## config.mk

```make
export PLATFORM = sky130hd
export DESIGN_NAME = pcm_trim_upsample_by_two_flat
export DESIGN_NICKNAME = d
export VERILOG_FILES = /design/src/hw/rtl/pctu_pkg.sv /design/src/hw/rtl/pctu_in_if.sv /design/src/hw/rtl/pctu_out_if.sv /design/src/hw/rtl/pctu_cell.sv /design/src/hw/rtl/pcm_trim_upsample_by_two.sv /design/src/flat_wrapper.sv
export SDC_FILE = /design/constraint.sdc
export NUM_CORES = 2
export LEC_CHECK = 0
export BUFFER_PORTS_ARGS = -buffer_cell sky130_fd_sc_hd__clkbuf_2
export CAP_MARGIN = 20
export CORE_UTILIZATION = 46
export CTS_CLUSTER_SIZE = 10
export DETAILED_ROUTE_END_ITERATION = 7
export GPL_ROUTABILITY_DRIVEN = 1
export PLACE_DENSITY = 0.67
export SKIP_LAST_GASP = 1
export SYNTH_ARGS = -nofsm -noshare
export SYNTH_HDL_FRONTEND = slang
export SYNTH_SLANG_ARGS = --single-unit
```

## constraint.sdc

```tcl
create_clock -name i_clk -period 6 [get_ports i_clk]
set_input_delay 0.3 -clock i_clk [delete_from_list [all_inputs] [get_ports i_clk]]
set_output_delay 0.3 -clock i_clk [all_outputs]
set_load 0.005 [all_outputs]
```

## src/hw/rtl/pctu_pkg.sv

```systemverilog
`timescale 1ns / 1ps

package pctu_pkg;

    localparam int SAMPLE_W   = 16;
    localparam int NARROW_W   = 8;
    localparam int FRAME_W    = 40;
    localparam int CCOUNT_W   = 4;
    localparam int RATE_W     = 18;
    localparam int SECOND_W   = 16;
    localparam int PRODUCT_W  = RATE_W + SECOND_W;
    localparam int CFG_IDX_W  = 3;
    localparam int CFG_DATA_W = 18;

    localparam logic [SAMPLE_W-1:0] SIGN_FLIP = 16'h8000;

    localparam logic [CCOUNT_W-1:0] RST_CHANNEL_COUNT = 4'd2;
    localparam logic                RST_WIDE_SAMPLES  = 1'b1;
    localparam logic [RATE_W-1:0]   RST_FRAME_RATE    = 18'd44100;
    localparam logic [SECOND_W-1:0] RST_START_SECOND  = 16'd0;
    localparam logic [SECOND_W-1:0] RST_END_SECOND    = 16'd65535;

    typedef enum logic [CFG_IDX_W-1:0] {
        CFG_CHANNEL_COUNT,
        CFG_WIDE_SAMPLES,
        CFG_FRAME_RATE,
        CFG_START_SECOND,
        CFG_END_SECOND
    } t_cfg_idx;

    // controls shared by every cell of the chain
    typedef struct packed {
        logic load;
        logic shift;
        logic wide;
    } t_cell_ctl;

    typedef struct packed {
        logic [SAMPLE_W-1:0] sample_out;
        logic                interpolated;
        logic                last_out;
        logic                status;
    } t_result;

endpackage

```

## src/hw/rtl/pctu_in_if.sv

```systemverilog
`timescale 1ns / 1ps

interface pctu_in_if;
    logic        valid;
    logic        ready;
    logic [15:0] sample_in;
    logic        end_of_stream;

    modport source (output valid, output sample_in, output end_of_stream, input ready);
    modport sink (input valid, input sample_in, input end_of_stream, output ready);
endinterface

```

## src/hw/rtl/pctu_out_if.sv

```systemverilog
`timescale 1ns / 1ps

interface pctu_out_if;
    logic        valid;
    logic        ready;
    logic [15:0] sample_out;
    logic        interpolated;
    logic        last_out;
    logic        status;

    modport source (
        output valid, output sample_out, output interpolated, output last_out,
        output status, input ready
    );
    modport sink (
        input valid, input sample_out, input interpolated, input last_out,
        input status, output ready
    );
endinterface

```

## src/hw/rtl/pctu_cell.sv

```systemverilog
`timescale 1ns / 1ps

module pctu_cell import pctu_pkg::*; (
    input  logic                i_clk,
    input  t_cell_ctl           i_ctl,
    input  logic                i_wr,
    input  logic [SAMPLE_W-1:0] i_sample,
    input  logic [SAMPLE_W-1:0] i_next_burst,
    output logic [SAMPLE_W-1:0] o_prev,
    output logic [SAMPLE_W-1:0] o_burst
);

    logic [SAMPLE_W-1:0] r_cur;
    logic [SAMPLE_W-1:0] r_prev;
    logic [SAMPLE_W-1:0] r_burst;
    logic [SAMPLE_W-1:0] n_cur;
    logic [SAMPLE_W-1:0] n_prev;
    logic [SAMPLE_W-1:0] n_burst;

    always_comb begin
        n_cur   = i_wr ? i_sample : r_cur;
        n_prev  = r_prev;
        n_burst = r_burst;
        if (i_ctl.load) begin
            // frame commit: the incoming sample lands here in the same cycle
            n_prev  = n_cur;
            n_burst = i_ctl.wide ? n_cur : {{(SAMPLE_W-NARROW_W){1'b0}}, n_cur[NARROW_W-1:0]};
        end else if (i_ctl.shift) begin
            n_burst = i_next_burst;
        end
    end

    always_ff @(posedge i_clk) begin
        r_cur   <= n_cur;
        r_prev  <= n_prev;
        r_burst <= n_burst;
    end

    assign o_prev  = r_prev;
    assign o_burst = r_burst;

endmodule

```

## src/hw/rtl/pcm_trim_upsample_by_two.sv

```systemverilog
`timescale 1ns / 1ps

// channel  dir  payload                                         handshake
// i_in     in   sample_in[15:0], end_of_stream                  valid / ready
// o_out    out  sample_out[15:0], interpolated, last_out, status valid / ready
// cfg      in   i_cfg_idx[2:0], i_cfg_data[17:0]                i_cfg_we, never stalls
//
// an accepted sample's midpoint goes straight to the output register
// a kept frame of N channels then drains N originals from the cell chain, one per cycle
// while the output is free; midpoints and originals share the single output register
// input stalls while the chain drains, while a held word fills the output register,
// and in the cycle after reset or a config write (window bounds are registered products)
// reset is synchronous, active low; sample stores in the cells have none

module pcm_trim_upsample_by_two import pctu_pkg::*; #(
    parameter int MAX_CHANNELS = 8
) (
    input  logic                  i_clk,
    input  logic                  i_rst_n,
    pctu_in_if.sink               i_in,
    pctu_out_if.source            o_out,
    input  logic                  i_cfg_we,
    input  logic [CFG_IDX_W-1:0]  i_cfg_idx,
    input  logic [CFG_DATA_W-1:0] i_cfg_data
);

    localparam int CH_W  = (MAX_CHANNELS > 1) ? $clog2(MAX_CHANNELS) : 1;
    localparam int CNT_W = $clog2(MAX_CHANNELS + 1);
    localparam logic [CCOUNT_W:0] MAX_CNT = (CCOUNT_W + 1)'(MAX_CHANNELS);

    // config
    logic [CCOUNT_W-1:0] r_channel_count;
    logic                r_wide_samples;
    logic [RATE_W-1:0]   r_frame_rate;
    logic [SECOND_W-1:0] r_start_second;
    logic [SECOND_W-1:0] r_end_second;
    logic [PRODUCT_W-1:0] r_first_frame;
    logic [PRODUCT_W-1:0] r_stop_frame;
    logic                r_cfg_busy;

    // stream state
    logic [CH_W-1:0]    r_ch,           n_ch;
    logic [FRAME_W-1:0] r_frame,        n_frame;
    logic               r_have_prev,    n_have_prev;
    logic               r_window_done,  n_window_done;
    logic               r_out_valid,    n_out_valid;
    t_result            r_out,          n_out;
    logic [CNT_W-1:0]   r_burst_cnt,    n_burst_cnt;
    logic               r_burst_last,   n_burst_last;

    logic [CCOUNT_W:0]  cc_ext;
    logic [CH_W-1:0]    cnt_last;
    logic [CH_W-1:0]    ch;
    logic               is_last_ch;
    logic               kept;
    logic               mid;
    logic               burst_load;
    logic               win_hit;
    logic               have_prev_after;
    logic               err;
    logic               mark_last;
    logic               out_free;
    logic               in_ready;
    logic               accept;
    logic               burst_pop;
    logic [SAMPLE_W-1:0] prev_sample;
    logic [SAMPLE_W-1:0] mid_sample;
    logic [SAMPLE_W:0]   sum_wide;
    logic [NARROW_W:0]   sum_narrow;
    t_cell_ctl           cell_ctl;

    logic [SAMPLE_W-1:0] prev_vec  [MAX_CHANNELS];
    logic [SAMPLE_W-1:0] burst_vec [MAX_CHANNELS];

    // config registers and window bounds
    always_ff @(posedge i_clk) begin
        if (!i_rst_n) begin
            r_channel_count <= RST_CHANNEL_COUNT;
            r_wide_samples  <= RST_WIDE_SAMPLES;
            r_frame_rate    <= RST_FRAME_RATE;
            r_start_second  <= RST_START_SECOND;
            r_end_second    <= RST_END_SECOND;
            r_cfg_busy      <= 1'b1;
        end else begin
            r_cfg_busy <= i_cfg_we;
            if (i_cfg_we) begin
                unique case (t_cfg_idx'(i_cfg_idx))
                    CFG_CHANNEL_COUNT: r_channel_count <= i_cfg_data[CCOUNT_W-1:0];
                    CFG_WIDE_SAMPLES:  r_wide_samples  <= i_cfg_data[0];
                    CFG_FRAME_RATE:    r_frame_rate    <= i_cfg_data[RATE_W-1:0];
                    CFG_START_SECOND:  r_start_second  <= i_cfg_data[SECOND_W-1:0];
                    CFG_END_SECOND:    r_end_second    <= i_cfg_data[SECOND_W-1:0];
                    default: ;
                endcase
            end
        end
    end

    always_ff @(posedge i_clk) begin
        r_first_frame <= PRODUCT_W'(r_start_second) * PRODUCT_W'(r_frame_rate);
        r_stop_frame  <= PRODUCT_W'(r_end_second) * PRODUCT_W'(r_frame_rate);
    end

    // effective channel count, clamped to 1..MAX_CHANNELS
    always_comb begin
        cc_ext = {1'b0, r_channel_count};
        if (cc_ext == '0) begin
            cnt_last = '0;
        end else if (cc_ext >= MAX_CNT) begin
            cnt_last = CH_W'(MAX_CHANNELS - 1);
        end else begin
            cnt_last = CH_W'(cc_ext - (CCOUNT_W + 1)'(1));
        end
    end

    assign ch         = (r_ch > cnt_last) ? cnt_last : r_ch;
    assign is_last_ch = (ch == cnt_last);

    assign out_free  = !r_out_valid || o_out.ready;
    assign in_ready  = (r_burst_cnt == '0) && out_free && !r_cfg_busy;
    assign accept    = i_in.valid && in_ready;
    assign burst_pop = (r_burst_cnt != '0) && out_free;

    assign kept = !r_window_done
                  && (r_frame >= FRAME_W'(r_first_frame))
                  && (r_frame < FRAME_W'(r_stop_frame));
    assign mid             = kept && r_have_prev;
    assign burst_load      = kept && is_last_ch;
    assign win_hit         = burst_load
                             && (({1'b0, r_frame} + (FRAME_W + 1)'(1))
                                 >= (FRAME_W + 1)'(r_stop_frame));
    assign have_prev_after = r_have_prev || burst_load;
    assign err             = i_in.end_of_stream && !have_prev_after;
    assign mark_last       = win_hit || i_in.end_of_stream;

    // midpoint against the same channel of the previous kept frame
    assign prev_sample = prev_vec[ch];
    always_comb begin
        sum_wide   = {1'b0, prev_sample ^ SIGN_FLIP} + {1'b0, i_in.sample_in ^ SIGN_FLIP};
        sum_narrow = {1'b0, prev_sample[NARROW_W-1:0]} + {1'b0, i_in.sample_in[NARROW_W-1:0]};
        if (r_wide_samples) begin
            mid_sample = sum_wide[SAMPLE_W:1] ^ SIGN_FLIP;
        end else begin
            mid_sample = {{(SAMPLE_W-NARROW_W){1'b0}}, sum_narrow[NARROW_W:1]};
        end
    end

    assign cell_ctl.load  = accept && burst_load;
    assign cell_ctl.shift = burst_pop;
    assign cell_ctl.wide  = r_wide_samples;

    genvar gi;
    generate
        for (gi = 0; gi < MAX_CHANNELS; gi++) begin : g_cell
            logic [SAMPLE_W-1:0] next_burst;
            if (gi == MAX_CHANNELS - 1) begin : g_tail
                assign next_burst = '0;
            end else begin : g_link
                assign next_burst = burst_vec[gi + 1];
            end
            pctu_cell u_cell (
                .i_clk        (i_clk),
                .i_ctl        (cell_ctl),
                .i_wr         (accept && (ch == CH_W'(gi))),
                .i_sample     (i_in.sample_in),
                .i_next_burst (next_burst),
                .o_prev       (prev_vec[gi]),
                .o_burst      (burst_vec[gi])
            );
        end
    endgenerate

    always_comb begin
        n_ch          = r_ch;
        n_frame       = r_frame;
        n_have_prev   = r_have_prev;
        n_window_done = r_window_done;
        n_out_valid   = r_out_valid;
        n_out         = r_out;
        n_burst_cnt   = r_burst_cnt;
        n_burst_last  = r_burst_last;

        if (accept) begin
            if (i_in.end_of_stream) begin
                n_ch          = '0;
                n_frame       = '0;
                n_have_prev   = 1'b0;
                n_window_done = 1'b0;
            end else begin
                n_ch          = is_last_ch ? '0 : ch + CH_W'(1);
                n_frame       = is_last_ch ? r_frame + FRAME_W'(1) : r_frame;
                n_have_prev   = have_prev_after;
                n_window_done = r_window_done || win_hit;
            end
            if (burst_load) begin
                n_burst_cnt  = CNT_W'(cnt_last) + CNT_W'(1);
                n_burst_last = mark_last;
            end
        end else if (burst_pop) begin
            n_burst_cnt = r_burst_cnt - CNT_W'(1);
        end

        if (accept && (mid || err)) begin
            n_out_valid        = 1'b1;
            n_out.sample_out   = mid ? mid_sample : '0;
            n_out.interpolated = mid;
            n_out.last_out     = mark_last && !burst_load;
            n_out.status       = !mid;
        end else if (burst_pop) begin
            n_out_valid        = 1'b1;
            n_out.sample_out   = burst_vec[0];
            n_out.interpolated = 1'b0;
            n_out.last_out     = r_burst_last && (r_burst_cnt == CNT_W'(1));
            n_out.status       = 1'b0;
        end else if (o_out.ready) begin
            n_out_valid = 1'b0;
        end
    end

    always_ff @(posedge i_clk) begin
        if (!i_rst_n) begin
            r_ch          <= '0;
            r_frame       <= '0;
            r_have_prev   <= 1'b0;
            r_window_done <= 1'b0;
            r_out_valid   <= 1'b0;
            r_burst_cnt   <= '0;
            r_burst_last  <= 1'b0;
        end else begin
            r_ch          <= n_ch;
            r_frame       <= n_frame;
            r_have_prev   <= n_have_prev;
            r_window_done <= n_window_done;
            r_out_valid   <= n_out_valid;
            r_burst_cnt   <= n_burst_cnt;
            r_burst_last  <= n_burst_last;
        end
    end

    always_ff @(posedge i_clk) begin
        r_out <= n_out;
    end

    assign i_in.ready         = in_ready;
    assign o_out.valid        = r_out_valid;
    assign o_out.sample_out   = r_out.sample_out;
    assign o_out.interpolated = r_out.interpolated;
    assign o_out.last_out     = r_out.last_out;
    assign o_out.status       = r_out.status;

endmodule

```

## src/flat_wrapper.sv

```systemverilog
// flat-port wrapper written by rule: the top's interface ports become plain ports
module pcm_trim_upsample_by_two_flat import pctu_pkg::*;
#(
    parameter int MAX_CHANNELS = 8
)
  (i_clk, i_rst_n, i_cfg_we, i_cfg_idx, i_cfg_data, i_in_valid, i_in_sample_in, i_in_end_of_stream, i_in_ready, o_out_valid, o_out_sample_out, o_out_interpolated, o_out_last_out, o_out_status, o_out_ready);
  pctu_in_if i_in_i ();
  pctu_out_if o_out_i ();
  input  logic i_clk;
  input  logic i_rst_n;
  input  logic i_cfg_we;
  input  logic [CFG_IDX_W-1:0] i_cfg_idx;
  input  logic [CFG_DATA_W-1:0] i_cfg_data;
  input wire logic [$bits(i_in_i.valid)-1:0] i_in_valid;
  input wire logic [$bits(i_in_i.sample_in)-1:0] i_in_sample_in;
  input wire logic [$bits(i_in_i.end_of_stream)-1:0] i_in_end_of_stream;
  output wire logic [$bits(i_in_i.ready)-1:0] i_in_ready;
  output wire logic [$bits(o_out_i.valid)-1:0] o_out_valid;
  output wire logic [$bits(o_out_i.sample_out)-1:0] o_out_sample_out;
  output wire logic [$bits(o_out_i.interpolated)-1:0] o_out_interpolated;
  output wire logic [$bits(o_out_i.last_out)-1:0] o_out_last_out;
  output wire logic [$bits(o_out_i.status)-1:0] o_out_status;
  input wire logic [$bits(o_out_i.ready)-1:0] o_out_ready;
  assign i_in_i.valid = i_in_valid;
  assign i_in_i.sample_in = i_in_sample_in;
  assign i_in_i.end_of_stream = i_in_end_of_stream;
  assign i_in_ready = i_in_i.ready;
  assign o_out_valid = o_out_i.valid;
  assign o_out_sample_out = o_out_i.sample_out;
  assign o_out_interpolated = o_out_i.interpolated;
  assign o_out_last_out = o_out_i.last_out;
  assign o_out_status = o_out_i.status;
  assign o_out_i.ready = o_out_ready;
  pcm_trim_upsample_by_two #(.MAX_CHANNELS(MAX_CHANNELS)) u_core (.i_clk(i_clk), .i_rst_n(i_rst_n), .i_in(i_in_i), .o_out(o_out_i), .i_cfg_we(i_cfg_we), .i_cfg_idx(i_cfg_idx), .i_cfg_data(i_cfg_data));
endmodule
```

# Yosys cells after proc, flatten, opt, wreduce, memory -nomap -nowiden
# Cells that the tools add are included.
dict set report totals {
  elab_cells 182
  ff_bits 578
  inputBits 43
  output_inout_bits 21
}
dict set report classes {
  n_addsub 8
  eq_ne 14
  n_reduce_logical 51
  n_mul 2
  n_lt_le_gt_ge 6
  bitwise_logic 4
  n_mux 54
}
# op n
set ops {}
lappend ops {{two-way mux 16 bit} 36}
lappend ops {{two-way mux 40 bit} 2}
lappend ops {{multiplier 16 x 18 -> 34 bit} 2}
lappend ops {{binary-select mux 16 bit (select 3 bit)} 1}
lappend ops {{adder 40 x 1 -> 41 bit, second input constant} 1}
lappend ops {{>= comparator 41 x 34 -> 1 bit} 1}
lappend ops {{adder 40 x 1 -> 40 bit, second input constant} 1}
lappend ops {{>= comparator 40 x 34 -> 1 bit} 1}
lappend ops {{less-than comparator 40 x 34 -> 1 bit} 1}
lappend ops {{two-way mux 19 bit} 2}
lappend ops {{logical AND 1 bit} 22}
lappend ops {{adder 16 x 16 -> 17 bit} 1}
lappend ops {{AND reduction 2 bit} 8}
lappend ops {{== test 3 bit, second input constant} 5}
lappend ops {{two-way mux 3 bit} 5}
lappend ops {{== test 3 x 2 -> 1 bit, second input constant} 4}
lappend ops {{two-way mux 4 bit} 3}
lappend ops {{adder 8 x 8 -> 9 bit} 1}
lappend ops {{>= comparator 4 bit, second input constant} 2}
lappend ops {{logical NOT 4 bit} 2}
lappend ops {{nonzero test 2 bit} 4}
lappend ops {{== test 3 x 1 -> 1 bit, second input constant} 2}
lappend ops {{logical NOT 1 bit} 6}
lappend ops {{logical NOT 3 bit} 2}
lappend ops {{14 further kinds} 24}

# Logic depth before layout (Yosys ltp)
dict set report logic_depth {
  depth_word 15
  ltp_mapped 25
  mapped_depth_nobuf 25
}

# Modules after synthesis
# A second synthesis with hierarchy kept.
dict set report unflattened {
  hier_cells 4211
  hier_area_um2 44513.9
}
# mod seq_area_each_um2 cells_each area_each_um2 instances
set modules_own_cells {}
lappend modules_own_cells {pcm_trim_upsample_by_two 4073.9 3459 30380.4 1}
lappend modules_own_cells {pctu_cell 1281.2 94 1766.7 8}

# Worst setup path after synthesis
# No wires, ideal clock.
dict set report synth_timing {
  path_type {reg2reg}
  startpoint {register u_core.r_end_second[12]}
  endpoint {register u_core.r_stop_frame[31]}
  setup_slack_ns -0.320
  period_less_slack_ns 6.320
  setup_time_ns 0.064
  n_path_buf 2
  stages_incl_launch_ff 24
  required_time_ns 5.936
  t_arrival_ns 6.256
  cell_sequence {dfxtp_1 > clkbuf_1 > clkbuf_1 > nand2_1 > fa_1 > inv_1 > fa_1 > fa_1 > fa_1 > fa_1 > inv_1 > fa_1 > inv_1 > ha_1 > o21ai_0 > nand2b_1 > and3_1 > a221o_1 > a21o_1 > a21oi_1 > a21oi_1 > a21o_1 > or4_1 > nand4_1}
}
dict set report synth_between {
  elab_chain_cells 1
}
# element line
set synth_rtl {}
lappend synth_rtl {{from (decl)} pcm_trim_upsample_by_two.sv:36} ;# logic [SECOND_W-1:0] r_end_second;
lappend synth_rtl {{from (signal assigned)} pcm_trim_upsample_by_two.sv:92} ;# CFG_END_SECOND: r_end_second <= i_cfg_data[SECOND_W-1:0];
lappend synth_rtl {{multiplier 16 x 18 -> 34 bit} pcm_trim_upsample_by_two.sv:101} ;# r_stop_frame <= PRODUCT_W'(r_end_second) * PRODUCT_W'(r_frame_rate);
lappend synth_rtl {{to (signal assigned)} pcm_trim_upsample_by_two.sv:101}
lappend synth_rtl {{to (decl)} pcm_trim_upsample_by_two.sv:38} ;# logic [PRODUCT_W-1:0] r_stop_frame;
# Every way passes these cells.
# A chain may end at the register's enable or synchronous reset.

# Worst setup path in the final report
dict set report layout_timing {
  startpoint {register u_core.r_frame_rate[7]}
  endpoint {register u_core.r_first_frame[27]}
}
dict set report layout_between {
  elab_chain_cells 1
}
# element line
set layout_rtl {}
lappend layout_rtl {{from (decl)} pcm_trim_upsample_by_two.sv:34} ;# logic [RATE_W-1:0] r_frame_rate;
lappend layout_rtl {{from (signal assigned)} pcm_trim_upsample_by_two.sv:90} ;# CFG_FRAME_RATE: r_frame_rate <= i_cfg_data[RATE_W-1:0];
lappend layout_rtl {{multiplier 16 x 18 -> 34 bit} pcm_trim_upsample_by_two.sv:100} ;# r_first_frame <= PRODUCT_W'(r_start_second) * PRODUCT_W'(r_frame_rate);
lappend layout_rtl {{to (signal assigned)} pcm_trim_upsample_by_two.sv:100}
lappend layout_rtl {{to (decl)} pcm_trim_upsample_by_two.sv:37} ;# logic [PRODUCT_W-1:0] r_first_frame;
# Every way passes these cells.

==> impl_results.md <==
- Top_reg_cell synth: dfxtp_1
- Final setup viols: 7
- Row count: between 100 and 150
- Worst clock skew: 0.0515 ns
- # IOs: 64
- Critical path capture point type: flip-flop
- Worst Hold End: u_core.g_cell[5].u_cell.r_cur[1]
- Internal power: approximately 0.013 W
- Detailed Route WL: roughly 110000 um
- Min Hold Slack: between 0.06 and 0.07 ns
- Critical-path maximum fanout: 7
- CP Data Arrival Time: 6.70 ns
- Die X: approximately 310 um
- R2r setup slk: -0.13 ns
- Cells after Synth: 4419
- First-pass GRT wire length: approximately 180000 um
- Initial DRC Count: between 2000 and 3000
- CTS tree: yes
- Worst-path cell chain: buf_12, nand2_1, fa_1, inv_1, fa_1, fa_2, fa_1, fa_1, inv_1, fa_1, inv_1, ha_4, a211oi_4, nand2_2, a211oi_2, buf_4, nor4b_2, buf_4, o31ai_4, a21boi_2, o21a_1, o21a_1, nor2_2, xnor2_1
- RSZ-0062 raised after global routing: true
- Vias/cell: 5.31
- Most frequent cells after synthesis: nand2_1 (864), inv_1 (598), fa_1 (445)
- Startpoint Class: flip-flop
- Initial antenna violation count: 2
- Logic pwr share: between 50% and 60%
- Hold path depth: 2
- HPWL after DPL: 79300 um
- Total power: 0.0208 W
- Post-route ant nets: 0
- Hold Path Class: input port to flip-flop
- First drt pass iteration count: 6
- Final Cycle Share: 102%
- Syn nets: 5251
- Minimum clock period after layout: slightly above 6 ns
- Via total after detailed routing: 31900
- Largest net degree at the start of global routing: 83
- EDFF count, synth: between 200 and 300
- Sw frac: between 30% and 40%
- Total die area: about 96000 um^2
- PortBufs: 63
- YS warnings: 0
- Die Y: approximately 310 um
- Most frequent cell after synthesis: nand2_1
- Syn Std Cell Area: roughly 44000 um^2
- Seq/Total Area, Yosys: 32.7%
- FF+latch count, synth: slightly below 600
- Reg2reg path depth: 24
- CTS root buf: clkbuf_16
- Fmax: 0.163 GHz
- Initial Utilization: 46.7%
- Vias in the first global route: 32500
- Final Hold Viols: 0
- Max-Cap Viols: 0
- Nets@finish: 5525
- Leading area contributor after synthesis: fa_1
- Design area: roughly 51000 um^2
- Clock transition at path regs: approximately 0.06 ns
- Sw power: about 0.0077 W
- Worst reg2reg startpoint: u_core.r_frame_rate[7]
- # DRC: 0
- Syn Area/Cell: 9.90 um^2
- Hold path start: i_in_sample_in[1]
- GR Overflow Total: 0
- Share of the synthesized area in the top cell type: approximately a fifth
- CP Class: flip-flop to flip-flop
- Clock Power Share: 20.1%
- CP dominant cell by count: fa_1
- Outcome: finished with violations
- CTS Sinks: approximately 580
- Distinct cell type count after synthesis: 75
- Placement Cell Area: 47200 um^2
- Layout cells sized above 1: between 10% and 20%
- Core Area: about 94000 um^2
- Final Worst Setup Slack: -0.135 ns
- CP max-delay cell: fa_1
- Worst slew margin: between 30% and 40%
- Reg2Reg Capture Point: u_core.r_first_frame[27]
- Clk buf depth: 3
- Leak Pwr: roughly 24 nW
- GPL Wtd Cong: roughly 0.89
- Slew of the pin with the lowest slew margin: around 0.94 ns
- Htree depth: 3
- Final Max Slew Viols: 0
- Total GRT Usage: a little under a quarter
- Failing checks: negative setup slack
- PD cells: a little over 400 nW/um^2
- Async S/R FF share, synth: 0%
- Max incr delay on CP: 0.56 ns
- Later-pin clock latency in the skew report: about 0.65 ns
- Routed len/inst: 18.7 um
- Required @ worst endpoint: 6.57 ns
- Worst VDD drop: 878 uV
- Flop pwr share: between 20% and 30%
- CTS Buf Count: 72
- Area grow syn2layout: 17.3%
- Synth area leaders: fa_1 (20%), edfxtp_1 (19%), dfxtp_1 (14%), ha_1 (9.8%), nand2_1 (7.4%)
## layer usage
| metal | part of all wire [%] | global-route usage, % | vias to the layer above |
|---|---|---|---|
| met2 | 45 | 37.7 | 971 |
| met5 | 0.015 | 0 | - |
| li1 | - | - | 14900 |
| met1 | 44 | 32.2 | 15800 |
| met4 | 3.7 | 8.96 | 2 |
| met3 | 7.1 | 4.73 | 216 |
## what timing repair did
action,CTS,global route
endpoints found under the hold margin,32,0
endpoints found under the setup margin,20,28
buffers inserted,21,24
hold buffers,15,0
pin swaps,59,85
gates resized for setup,152,156
gates cloned,7,2
## critical path, delay by kind of cell (launching register included)
| family | cells | cell delay [ns] |
|---|---|---|
| buffers and inverters | 6 | 0.67 |
| XOR/XNOR | 1 | 0.11 |
| AND/OR/NAND/NOR | 4 | 0.34 |
| AO/OA/AOI/OAI | 6 | 1.16 |
| adder cells (fa/ha/maj) | 7 | 3.32 |
| flip-flops | 1 | 0.44 |
## kinds of logic after synthesis
family	after synthesis	share of synthesized area, %
AOI/OAI and AO/OA	430	6.46
xor gates and xnor gates	112	2.24
adders and majority gates	789	30.2
buffers and inverters	803	6.89
DFF	578	32.7
muxes	155	4.74
and+or+nand+nor	1552	16.7
## power by group through the flow
stage / clock network, W / registers (W) / logic (W)
3_3_place_gp: 0 / 0.00578 / 0.00917
4_1_cts: 0.00426 / 0.00573 / 0.00985
3_5_place_dp: 0 / 0.00581 / 0.00925
2_1_floorplan: 0 / 0.00576 / 0.00620
6_report: 0.00419 / 0.00573 / 0.0109
5_1_grt: 0.00441 / 0.00582 / 0.0123
## layout make-up
| cell class | count | area (um^2) |
|---|---|---|
| fill | 7953 | 42400 |
| multi-input combinational | 3038 | 27200 |
| sequential | 578 | 14400 |
| timing repair buffer | 405 | 3590 |
| inverter | 598 | 2250 |
| clock buffer | 116 | 1990 |
| tap | 1254 | 1570 |
| clock inverter | 16 | 285 |
| antenna | 2 | 5.00 |
## metrics by stage
| stage | utilization [%] | TNS [ns] | cells | worst slack, ns |
|---|---|---|---|---|
| after floorplan | - | -0.00408 | 4419 | -0.00408 |
| after global placement | 50.3 | -3.44 | 5811 | -0.383 |
| after detailed placement | 50.3 | -5.28 | 5811 | -0.467 |
| after CTS | 53.9 | -0.373 | 5985 | -0.106 |
| after global routing | 54.8 | -3.24 | 6005 | -0.335 |
| final | 54.8 | -0.576 | 6007 | -0.135 |
## worst max path at each step
stage	from	endpoint	slack, ns
after detailed placement	u_core.r_frame_rate[7]	u_core.r_first_frame[30]	-0.47
final	u_core.r_frame_rate[7]	u_core.r_first_frame[27]	-0.13
after global placement	u_core.r_frame_rate[6]	u_core.r_first_frame[30]	-0.38
after global routing	u_core.r_frame_rate[6]	u_core.r_first_frame[27]	-0.34
after floorplan	u_core.r_end_second[12]	u_core.r_stop_frame[31]	-0.004
after CTS	u_core.r_start_second[6]	u_core.r_first_frame[27]	-0.11
## layout by cell type (no fill, tap or decap), types with 85 or more instances in the layout
master,n
nand2_1,854
inv_1,568
fa_1,424
ha_1,324
edfxtp_1,275
dfxtp_1,264
buf_4,263
and2_1,258
mux2_2,118
nand3_1,114
a21oi_1,85
## registers in the layout, summed over array words and instances, names as in the netlist, 3 cells and up
register	cells
u_core.r_frame_rate	18
u_core.r_frame	40
u_core.o_out.sample_out	16
u_core.r_first_frame	34
u_core.g_cell.u_cell.r_cur	128
u_core.g_cell.u_cell.o_prev	128
u_core.g_cell.u_cell.o_burst	128
u_core.r_end_second	16
u_core.r_channel_count	4
u_core.r_start_second	16
u_core.r_burst_cnt	4
u_core.r_stop_frame	34
u_core.r_ch	3
Note: power is estimated with default switching activity, not from simulation.
